File: src/hw/rtl/ipcidr_pkg.sv
`timescale 1ns / 1ps
// ----------------------------------------------------------------------------
// ipcidr_pkg
// Types and constants shared by the IPv4 text parser and the prefix cell chain.
// ----------------------------------------------------------------------------
package ipcidr_pkg;

    localparam int TABLE_ENTRIES_DEF = 8;
    localparam int TABLE_ENTRIES_MAX = 64;
    localparam int ENTRY_ID_W        = 6;

    localparam logic [1:0] REQ_WRITE = 2'd0;
    localparam logic [1:0] REQ_CHAR  = 2'd1;
    localparam logic [1:0] REQ_END   = 2'd2;

    localparam logic [7:0] CHAR_DOT  = 8'h2E;
    localparam logic [7:0] CHAR_ZERO = 8'h30;
    localparam logic [7:0] CHAR_NINE = 8'h39;

    localparam logic [9:0] OCTET_MAX  = 10'd255;
    localparam logic [2:0] OCTETS     = 3'd4;
    localparam logic [1:0] DIGITS_MAX = 2'd3;
    localparam logic [5:0] PLEN_MAX   = 6'd32;
    localparam logic [31:0] ALL_ONES  = 32'hFFFF_FFFF;

    typedef struct packed {
        logic [1:0]  req_type;
        logic [2:0]  entry_index;
        logic [31:0] entry_base;
        logic [5:0]  entry_prefix_len;
        logic        entry_enable;
        logic [7:0]  char_code;
    } t_req;

    typedef struct packed {
        logic        parse_ok;
        logic [31:0] ip_address;
        logic        trusted;
    } t_result;

    // table write broadcast to every cell
    typedef struct packed {
        logic        strobe;
        logic [2:0]  index;
        logic [31:0] base;
        logic [5:0]  len;
        logic        used;
    } t_tbl_wr;

    // lookup that walks the cell chain
    typedef struct packed {
        logic        ok;
        logic [31:0] addr;
        logic        hit;
    } t_probe;

endpackage

File: src/hw/rtl/ipcidr_req_if.sv
`timescale 1ns / 1ps
// ----------------------------------------------------------------------------
// ipcidr_req_if
// Request channel: valid/ready handshake with one request beat as payload.
// ----------------------------------------------------------------------------
interface ipcidr_req_if;
    logic               valid;
    logic               ready;
    ipcidr_pkg::t_req   data;

    modport source (output valid, output data, input ready);
    modport sink (input valid, input data, output ready);
endinterface

File: src/hw/rtl/ipcidr_res_if.sv
`timescale 1ns / 1ps
// ----------------------------------------------------------------------------
// ipcidr_res_if
// Result channel: valid/ready handshake with one lookup result as payload.
// ----------------------------------------------------------------------------
interface ipcidr_res_if;
    logic                valid;
    logic                ready;
    ipcidr_pkg::t_result data;

    modport source (output valid, output data, input ready);
    modport sink (input valid, input data, output ready);
endinterface

File: src/hw/rtl/ipv4_text_cidr_trust_check_core.sv
`timescale 1ns / 1ps
// ----------------------------------------------------------------------------
// ipv4_text_cidr_trust_check_core
// Character and table-write beats: one per cycle while requests are not held off,
// no result. End beat: the probe walks the slot chain one cell per cycle unless the
// chain stalls, then the result is registered; requests are held off until it is
// loaded, and longer while the previous result still waits on the output.
// Synchronous reset empties the table and clears the parser and output.
// ----------------------------------------------------------------------------
module ipv4_text_cidr_trust_check_core #(
    parameter int TABLE_ENTRIES = ipcidr_pkg::TABLE_ENTRIES_DEF
) (
    input  logic           i_clk,
    input  logic           i_rst_n,
    ipcidr_req_if.sink     i_req,
    ipcidr_res_if.source   o_res
);

    logic                accept;
    logic                adv;
    logic                r_busy;
    logic                r_out_valid;
    ipcidr_pkg::t_result r_out;
    logic                load_out;
    ipcidr_pkg::t_tbl_wr wr;

    logic                pv [0:TABLE_ENTRIES];
    ipcidr_pkg::t_probe  probe [0:TABLE_ENTRIES];
    logic [TABLE_ENTRIES-1:0] pv_vec;

    assign i_req.ready = !r_busy;
    assign accept      = i_req.valid && !r_busy;

    assign wr.strobe = accept && (i_req.data.req_type == ipcidr_pkg::REQ_WRITE);
    assign wr.index  = i_req.data.entry_index;
    assign wr.base   = i_req.data.entry_base;
    assign wr.len    = i_req.data.entry_prefix_len;
    assign wr.used   = i_req.data.entry_enable;

    ipcidr_parser u_parser (
        .i_clk         (i_clk),
        .i_rst_n       (i_rst_n),
        .i_accept      (accept),
        .i_req         (i_req.data),
        .o_probe_valid (pv[0]),
        .o_probe       (probe[0])
    );

    // whole chain stalls while the finished probe cannot leave
    assign load_out = pv[TABLE_ENTRIES] && (!r_out_valid || o_res.ready);
    assign adv      = !(pv[TABLE_ENTRIES] && !load_out);

    for (genvar g = 0; g < TABLE_ENTRIES; g++) begin : g_cell
        ipcidr_cell #(
            .CELL_ID (g)
        ) u_cell (
            .i_clk         (i_clk),
            .i_rst_n       (i_rst_n),
            .i_wr          (wr),
            .i_adv         (adv),
            .i_probe_valid (pv[g]),
            .i_probe       (probe[g]),
            .o_probe_valid (pv[g+1]),
            .o_probe       (probe[g+1])
        );
        assign pv_vec[g] = pv[g+1];
    end

    always_ff @(posedge i_clk) begin
        if (!i_rst_n) begin
            r_busy      <= 1'b0;
            r_out_valid <= 1'b0;
        end else begin
            if (pv[0]) begin
                r_busy <= 1'b1;
            end else if (load_out) begin
                r_busy <= 1'b0;
            end
            if (load_out) begin
                r_out_valid <= 1'b1;
            end else if (o_res.ready) begin
                r_out_valid <= 1'b0;
            end
        end
    end

    always_ff @(posedge i_clk) begin
        if (load_out) begin
            r_out.parse_ok   <= probe[TABLE_ENTRIES].ok;
            r_out.ip_address <= probe[TABLE_ENTRIES].addr;
            r_out.trusted    <= probe[TABLE_ENTRIES].hit;
        end
    end

    assign o_res.valid = r_out_valid;
    assign o_res.data  = r_out;

`ifndef NO_ASSERTIONS
    a_one_probe: assert property (@(posedge i_clk) disable iff (!i_rst_n)
        $onehot0(pv_vec))
        else $error("more than one probe in the cell chain");

    a_idle_chain: assert property (@(posedge i_clk) disable iff (!i_rst_n)
        !r_busy |-> (pv_vec == '0))
        else $error("probe in chain while not busy");

    a_end_busy: assert property (@(posedge i_clk) disable iff (!i_rst_n)
        pv[0] |=> r_busy)
        else $error("end beat did not hold off requests");

    a_trust_ok: assert property (@(posedge i_clk) disable iff (!i_rst_n)
        (r_out_valid && r_out.trusted) |-> r_out.parse_ok)
        else $error("trusted result without a valid address");

    a_bad_zero: assert property (@(posedge i_clk) disable iff (!i_rst_n)
        (r_out_valid && !r_out.parse_ok) |-> (r_out.ip_address == 32'd0))
        else $error("rejected address not zero");
`endif

endmodule

File: src/hw/rtl/ipcidr_parser.sv
`timescale 1ns / 1ps
// ----------------------------------------------------------------------------
// ipcidr_parser
// Dotted-quad text parser; on the end beat it launches a probe into the chain.
// ----------------------------------------------------------------------------
module ipcidr_parser (
    input  logic                i_clk,
    input  logic                i_rst_n,
    input  logic                i_accept,
    input  ipcidr_pkg::t_req    i_req,
    output logic                o_probe_valid,
    output ipcidr_pkg::t_probe  o_probe
);

    logic [2:0]  r_cnt, n_cnt;
    logic [1:0]  r_dig, n_dig;
    logic [9:0]  r_val, n_val;
    logic [31:0] r_acc, n_acc;
    logic        r_err, n_err;

    logic        is_digit;
    logic        is_dot;
    logic [9:0]  dval;
    logic        tok_bad;
    logic        fin_err;
    logic [2:0]  fin_cnt;
    logic [31:0] fin_acc;
    logic        fin_ok;

    assign is_digit = (i_req.char_code >= ipcidr_pkg::CHAR_ZERO) &&
                      (i_req.char_code <= ipcidr_pkg::CHAR_NINE);
    assign is_dot   = (i_req.char_code == ipcidr_pkg::CHAR_DOT);
    assign dval     = {2'b00, i_req.char_code - ipcidr_pkg::CHAR_ZERO};
    assign tok_bad  = (r_val > ipcidr_pkg::OCTET_MAX) || (r_cnt >= ipcidr_pkg::OCTETS);

    // close a pending token at the end beat
    always_comb begin
        fin_err = r_err;
        fin_cnt = r_cnt;
        fin_acc = r_acc;
        if (!r_err && r_dig != 2'd0) begin
            if (tok_bad) begin
                fin_err = 1'b1;
            end else begin
                fin_acc = {r_acc[23:0], r_val[7:0]};
                fin_cnt = r_cnt + 3'd1;
            end
        end
        fin_ok = !fin_err && (fin_cnt == ipcidr_pkg::OCTETS);
    end

    always_comb begin
        n_cnt = r_cnt;
        n_dig = r_dig;
        n_val = r_val;
        n_acc = r_acc;
        n_err = r_err;
        if (i_accept) begin
            case (i_req.req_type)
                ipcidr_pkg::REQ_CHAR: begin
                    if (!r_err) begin
                        if (is_digit) begin
                            if (r_cnt >= ipcidr_pkg::OCTETS || r_dig >= ipcidr_pkg::DIGITS_MAX) begin
                                n_err = 1'b1;
                            end else begin
                                n_val = {r_val[6:0], 3'b000} + {r_val[8:0], 1'b0} + dval;
                                n_dig = r_dig + 2'd1;
                            end
                        end else if (is_dot) begin
                            if (r_dig == 2'd0) begin
                                n_err = 1'b1;
                            end else begin
                                if (tok_bad) begin
                                    n_err = 1'b1;
                                end else begin
                                    n_acc = {r_acc[23:0], r_val[7:0]};
                                    n_cnt = r_cnt + 3'd1;
                                end
                                n_dig = 2'd0;
                                n_val = 10'd0;
                            end
                        end else begin
                            n_err = 1'b1;
                        end
                    end
                end
                ipcidr_pkg::REQ_END: begin
                    n_cnt = 3'd0;
                    n_dig = 2'd0;
                    n_val = 10'd0;
                    n_acc = 32'd0;
                    n_err = 1'b0;
                end
                default: begin
                end
            endcase
        end
    end

    always_ff @(posedge i_clk) begin
        if (!i_rst_n) begin
            r_cnt <= 3'd0;
            r_dig <= 2'd0;
            r_val <= 10'd0;
            r_acc <= 32'd0;
            r_err <= 1'b0;
        end else begin
            r_cnt <= n_cnt;
            r_dig <= n_dig;
            r_val <= n_val;
            r_acc <= n_acc;
            r_err <= n_err;
        end
    end

    assign o_probe_valid = i_accept && (i_req.req_type == ipcidr_pkg::REQ_END);
    assign o_probe.ok    = fin_ok;
    assign o_probe.addr  = fin_ok ? fin_acc : 32'd0;
    assign o_probe.hit   = 1'b0;

endmodule

File: src/hw/rtl/ipcidr_cell.sv
`timescale 1ns / 1ps
// ----------------------------------------------------------------------------
// ipcidr_cell
// One table slot: holds base, length and enable, and checks a passing probe.
// ----------------------------------------------------------------------------
module ipcidr_cell #(
    parameter int CELL_ID = 0
) (
    input  logic                i_clk,
    input  logic                i_rst_n,
    input  ipcidr_pkg::t_tbl_wr i_wr,
    input  logic                i_adv,
    input  logic                i_probe_valid,
    input  ipcidr_pkg::t_probe  i_probe,
    output logic                o_probe_valid,
    output ipcidr_pkg::t_probe  o_probe
);

    localparam logic [ipcidr_pkg::ENTRY_ID_W-1:0] ID = ipcidr_pkg::ENTRY_ID_W'(CELL_ID);

    logic [31:0] r_base;
    logic [5:0]  r_len;
    logic        r_used;
    logic        r_pv;
    ipcidr_pkg::t_probe r_probe;

    logic        sel;
    logic [31:0] mask;
    logic        match;

    assign sel   = i_wr.strobe &&
                   (ID == {{(ipcidr_pkg::ENTRY_ID_W-3){1'b0}}, i_wr.index});
    // shift by 32 or more leaves zero, so a full-length mask is all ones
    assign mask  = ~(ipcidr_pkg::ALL_ONES >> r_len);
    assign match = r_used && (r_len <= ipcidr_pkg::PLEN_MAX) &&
                   (((r_base ^ i_probe.addr) & mask) == 32'd0);

    always_ff @(posedge i_clk) begin
        if (sel) begin
            r_base <= i_wr.base;
            r_len  <= i_wr.len;
        end
        if (i_adv) begin
            r_probe.ok   <= i_probe.ok;
            r_probe.addr <= i_probe.addr;
            r_probe.hit  <= i_probe.hit || (i_probe.ok && match);
        end
    end

    always_ff @(posedge i_clk) begin
        if (!i_rst_n) begin
            r_used <= 1'b0;
            r_pv   <= 1'b0;
        end else begin
            if (sel) begin
                r_used <= i_wr.used;
            end
            if (i_adv) begin
                r_pv <= i_probe_valid;
            end
        end
    end

    assign o_probe_valid = r_pv;
    assign o_probe       = r_probe;

endmodule

File: src/flat_wrapper.sv
// flat-port wrapper written by rule: the top's interface ports become plain ports
module ipv4_text_cidr_trust_check_core_flat 
#(
    parameter int TABLE_ENTRIES = ipcidr_pkg::TABLE_ENTRIES_DEF
)
  (i_clk, i_rst_n, i_req_valid, i_req_data, i_req_ready, o_res_valid, o_res_data, o_res_ready);
  ipcidr_req_if i_req_i ();
  ipcidr_res_if o_res_i ();
  input  logic i_clk;
  input  logic i_rst_n;
  input wire logic [$bits(i_req_i.valid)-1:0] i_req_valid;
  input wire logic [$bits(i_req_i.data)-1:0] i_req_data;
  output wire logic [$bits(i_req_i.ready)-1:0] i_req_ready;
  output wire logic [$bits(o_res_i.valid)-1:0] o_res_valid;
  output wire logic [$bits(o_res_i.data)-1:0] o_res_data;
  input wire logic [$bits(o_res_i.ready)-1:0] o_res_ready;
  assign i_req_i.valid = i_req_valid;
  assign i_req_i.data = i_req_data;
  assign i_req_ready = i_req_i.ready;
  assign o_res_valid = o_res_i.valid;
  assign o_res_data = o_res_i.data;
  assign o_res_i.ready = o_res_ready;
  ipv4_text_cidr_trust_check_core #(.TABLE_ENTRIES(TABLE_ENTRIES)) u_core (.i_clk(i_clk), .i_rst_n(i_rst_n), .i_req(i_req_i), .o_res(o_res_i));
endmodule
File: config.mk
export PLATFORM = sky130hd
export DESIGN_NAME = ipv4_text_cidr_trust_check_core_flat
export DESIGN_NICKNAME = d
export VERILOG_FILES = /design/src/hw/rtl/ipcidr_pkg.sv /design/src/hw/rtl/ipcidr_req_if.sv /design/src/hw/rtl/ipcidr_res_if.sv /design/src/hw/rtl/ipv4_text_cidr_trust_check_core.sv /design/src/hw/rtl/ipcidr_parser.sv /design/src/hw/rtl/ipcidr_cell.sv /design/src/flat_wrapper.sv
export SDC_FILE = /design/constraint.sdc
export NUM_CORES = 1
export LEC_CHECK = 0
export BUFFER_PORTS_ARGS = -buffer_cell sky130_fd_sc_hd__buf_2
export CORE_MARGIN = 3
export CORE_UTILIZATION = 45
export CTS_CLUSTER_DIAMETER = 150
export DETAILED_ROUTE_END_ITERATION = 16
export PLACE_DENSITY = 0.64
export SETUP_SLACK_MARGIN = 0.02
export SLEW_MARGIN = 20
export SYNTH_ARGS = -nofsm -noshare
export SYNTH_HDL_FRONTEND = slang
export SYNTH_HIERARCHICAL = 1
export SYNTH_SLANG_ARGS = --single-unit
File: constraint.sdc
create_clock -name i_clk -period 9.9 [get_ports i_clk]
set_clock_uncertainty 0.15 [all_clocks]
set_input_delay 0.99 -clock i_clk [delete_from_list [all_inputs] [get_ports i_clk]]
set_output_delay 0.99 -clock i_clk [all_outputs]
set_load 0.1 [all_outputs]
==> impl_summary.txt <==
----------------------------------------------------
[Drt]
  Residual DRC count ... 0
  Via count of the routed design ... 16600
  Number of DRC markers after the initial detailed-route iteration ... 1288
  Post-detailed-route via-to-cell ratio ... roughly 5.6
  TritonRoute pass-1 iters ... 5
  WL per Instance ... around 25 um
  Routed wire length ... 74.2 mm
  ANT nets after route ... 0

[Floorplanning]
  Floorplan Core Area ... 61000 um2
  Die outline area ... ~66000 um2
  Starting density of the core ... 46.1%
  Number of placement rows ... 90
  Top Ports ... 92
  Vertical extent of the die ... approximately 260 um
  Chip width ... between 200 and 300 um

[Job]
  # Max-Cap Violations ... 0

[Worst setup path]
  FF-to-FF End ... u_core/g_cell[0].u_cell/o_probe[0]
  Critical register-to-register path startpoint ... u_core/u_parser/r_cnt[0]
  Crit path capture type ... flip-flop
  Cells along the critical path ... inv_1, ha_1, nor4_2, a31oi_1, or3_1, buf_4, a21oi_1, xnor2_1, nand3_1, nor4_1, o2111ai_1, o41ai_2
  Maximum net fanout on the critical path ... 33
  Critical Path AT ... 3.95 ns
  Required time at the worst-slack endpoint ... 10.16 ns
  R2R Setup Slk ... 6.20 ns
  Maximum cell stage delay along the critical path ... roughly 0.38 ns
  Worst reg-to-reg path cell count ... 12
  Critical setup path kind ... flip-flop to flip-flop
  Slowest library cell on the worst path ... sky130_fd_sc_hd__dfxtp_1
  Kind of launch point of the worst setup path ... flip-flop

[Place]
  RePlAce Congestion ... 0.923
  HPWL reported at the end of detailed placement ... 54.6 mm
  Number of cells in the design after placement ... between 2000 and 3000
  I/O Buffers ... 91

[Pwr]
  Static power due to leakage ... 10.7 nW
  Worst vdd ir ... between 0.0001 and 0.00015 V
  Pwr per Cell Area ... 183 nW/um2

[Synth]
  Number of enable flip-flop cells after synthesis ... 610
  Commonest cells in the netlist ... sky130_fd_sc_hd__edfxtp_1 (610), sky130_fd_sc_hd__xnor2_1 (246), sky130_fd_sc_hd__nand2_1 (190)
  Synth Flop Type ... sky130_fd_sc_hd__edfxtp_1
  Number of distinct library cells after synthesis ... 66
  Cells after synthesis ... 1959
  Count of synthesis-stage warnings from yosys ... 6
  Top-area cell type share of the netlist area ... 65.2%
  Net count of the mapped netlist ... 2039
  Biggest area contributors in the synthesized netlist ... sky130_fd_sc_hd__edfxtp_1 (65%), sky130_fd_sc_hd__xnor2_1 (7.7%), sky130_fd_sc_hd__dfxtp_1 (4.7%), sky130_fd_sc_hd__nand2_1 (2.5%), sky130_fd_sc_hd__a21oi_1 (2.3%)
  Sequential cell area fraction in the yosys report ... 69.9%
  Async SR Flop Fraction ... 0%
  Most common cell in the synthesized netlist ... sky130_fd_sc_hd__edfxtp_1
  Post-synthesis instance area ... 28100 um2
  Largest area contributor in the netlist ... sky130_fd_sc_hd__edfxtp_1
  Post-synthesis average cell area ... 14.4 um2
  Number of register bits inferred by synthesis ... roughly 680

[Clocking]
  Count of cells resized by post-cts repair ... 0
  Post-CTS setup repair buffer count ... 0
  TritonCTS clock tree ... built
  Count of H-tree levels built during CTS ... 3
  Clock sink count ... between 600 and 700
  Cell at the root of the clock tree ... sky130_fd_sc_hd__clkbuf_16
  Largest buffer count on any clock path ... 3
  Clock buffer count from CTS ... 72
  Count of hold-fix buffers inserted at cts ... 0
  Insertion delay of the later-clocked pin in the worst-skew pair ... 0.60 ns
  Clock-pin slew on the worst setup and hold paths ... around 0.06 ns

[GRT]
  Antenna violations before repair ... 2
  Via count of the first global-routing pass ... 16800
  Sum of overflow across all layers after global routing ... 0
  Pin count of the biggest net entering global routing ... ~160
  Wire length of the first global-routing pass ... 109 mm
  Aggregate global-route resource usage ... between 20% and 30%

[Cells and area]
  Non-filler instance count after layout ... 2960
  Fraction of final layout cells with drive strength greater than 1 ... approximately 13%
  Area growth from synthesis to final layout ... 12.5%
  Fraction of the core area covered by cells at the end of the flow ... about half
  Layout filler cell count ... between 5000 and 6000
  Final antenna diode count ... 0
  Net count, final ... 2156

[Min path]
  Sink of the worst hold path ... u_core/o_res.data[32]
  Hold Path Origin ... u_core/g_cell[7].u_cell/o_probe[32]
  Hold/Removal Path Class ... flip-flop to flip-flop
  Min-Delay Path Depth ... 0

[Timing]
  Final critical-path required period ... roughly 3.7 ns
  Slew at the pin closest to its max-slew limit ... between 1 and 1.5 ns
  Headroom to the max-slew limit ... 29.2%
  Total count of hold-check failures in the final report ... 0
  TNS Setup ... 0 ns
  Final clock period utilization by the worst path ... ~37%
  Setup repair after global routing missed its margin ... no
  Total of endpoints with negative setup slack in the final report ... 0
  Max Clock Freq ... 271 MHz
  Total count of max-transition violations in the final report ... 0
  Worst Hold Slack ... 0.265 ns

[Status]
  Result of the run ... completed

----------------------------------------------------
## worst max-delay path, delay by kind of cell, from the launching register on
kind	cells	cell delay [ns]
DFF	1	0.38
buffers and inverters	2	0.37
adders and majority gates	1	0.34
xor gates and xnor gates	1	0.28
and+or+nand+nor	4	1.11
AOI/OAI and AO/OA	4	0.86
## sequential cells by signal (all words and copies together), names as in the netlist
| signal | count |
|---|---|
| u_core/o_res.valid | 1 |
| u_core/g_cell.u_cell/r_base | 256 |
| u_core/g_cell.u_cell/r_len | 48 |
| u_core/r_busy | 1 |
| u_core/u_parser/r_cnt | 3 |
| u_core/u_parser/r_err | 1 |
| u_core/g_cell.u_cell/r_used | 8 |
| u_core/g_cell.u_cell/o_probe_valid | 8 |
| u_core/u_parser/r_val | 10 |
| u_core/o_res.data | 34 |
| u_core/g_cell.u_cell/o_probe | 272 |
| u_core/u_parser/r_dig | 2 |
| u_core/u_parser/r_acc | 32 |
## power breakdown
part	leakage [nW]	switching (W)	total [W]	internal (W)
logic	2.68	0.0000810	0.000111	0.0000304
registers	6.97	0.00000859	0.00311	0.00310
clock network	1.09	0.00106	0.00256	0.00149
## area by class of cell
class                           count  area (um2)  area share, %
Sequential cell                   676       19600           62.1
Clock inverter                     29         225          0.712
Timing Repair Buffer              102         551           1.74
Tap cell                          828        1040           3.28
Inverter                           63         236          0.748
Clock buffer                      101        2010           6.34
Multi-Input combinational cell   1161        7940           25.1
## worst max path at each step
stage / startpoint / to / slack [ns] / cells past startpoint
after floorplan: u_core/o_res.valid / u_core/g_cell[0].u_cell/o_probe[0] / 1.85 / 2
after global placement: u_core/u_parser/r_cnt[0] / u_core/g_cell[0].u_cell/o_probe[0] / 6.24 / 12
after detailed placement: u_core/u_parser/r_cnt[0] / u_core/g_cell[0].u_cell/o_probe[0] / 6.22 / 12
after CTS: u_core/u_parser/r_cnt[0] / u_core/g_cell[0].u_cell/o_probe[0] / 6.17 / 12
after global routing: u_core/u_parser/r_cnt[0] / u_core/g_cell[0].u_cell/o_probe[0] / 5.97 / 12
final: u_core/u_parser/r_cnt[0] / u_core/g_cell[0].u_cell/o_probe[0] / 6.20 / 12
## metrics by stage
step / power, W / instance area (um2) / setup WS [ns]
floorplan: 0.00321 / 28100 / 1.85
global placement: 0.00328 / 29400 / 6.24
detailed placement: 0.00328 / 29400 / 6.22
CTS: 0.00585 / 31600 / 6.17
global route: 0.00597 / 31600 / 5.97
finish: 0.00577 / 31600 / 6.20
## layout by cell type, fill, tap and decap left out, types with 16 or more instances in the layout
cell type	count
sky130_fd_sc_hd__nor3_2	17
sky130_fd_sc_hd__o211ai_1	26
sky130_fd_sc_hd__a32oi_1	24
sky130_fd_sc_hd__a21oi_2	21
sky130_fd_sc_hd__edfxtp_1	610
sky130_fd_sc_hd__xnor2_1	246
sky130_fd_sc_hd__nor2_1	37
sky130_fd_sc_hd__clkbuf_16	76
sky130_fd_sc_hd__ha_1	18
sky130_fd_sc_hd__o2111ai_1	16
sky130_fd_sc_hd__o21ai_0	62
sky130_fd_sc_hd__nand3_1	61
sky130_fd_sc_hd__clkbuf_1	24
sky130_fd_sc_hd__nor2b_1	24
sky130_fd_sc_hd__buf_2	91
sky130_fd_sc_hd__a21oi_1	130
sky130_fd_sc_hd__nand2_1	189
sky130_fd_sc_hd__nand4_1	33
sky130_fd_sc_hd__inv_1	55
sky130_fd_sc_hd__nor4_1	16
sky130_fd_sc_hd__a22oi_1	25
sky130_fd_sc_hd__mux2i_1	16
sky130_fd_sc_hd__xor2_1	18
sky130_fd_sc_hd__o22ai_1	24
sky130_fd_sc_hd__o21ai_1	16
sky130_fd_sc_hd__dfxtp_1	66
## cell families (layout without fill, tap and decap cells)
logic type	count (synthesis)	in the layout	synth area share [%]
flip-flops	676	676	69.9
AND/OR/NAND/NOR	440	440	8.07
AO/OA/AOI/OAI	408	408	9.56
XOR/XNOR	264	264	8.22
buffers and inverters	122	295	2.19
adder cells (fa/ha/maj)	32	32	1.51
multiplexers	16	16	0.570
other	1	1	0.0133
## layer usage
| metal | part of all wire (%) | wire (um) | vias to the layer above | track usage (%) |
|---|---|---|---|---|
| met4 | 3.9 | 2930 | 0 | 8.71 |
| met2 | 53 | 39200 | 534 | 41.5 |
| li1 | - | - | 7628 | - |
| met3 | 4.0 | 2940 | 153 | 3.01 |
| met1 | 39 | 29100 | 8281 | 26.6 |
| met5 | 0 | 0 | - | 0 |
Note: power is estimated with default switching activity, not from simulation.
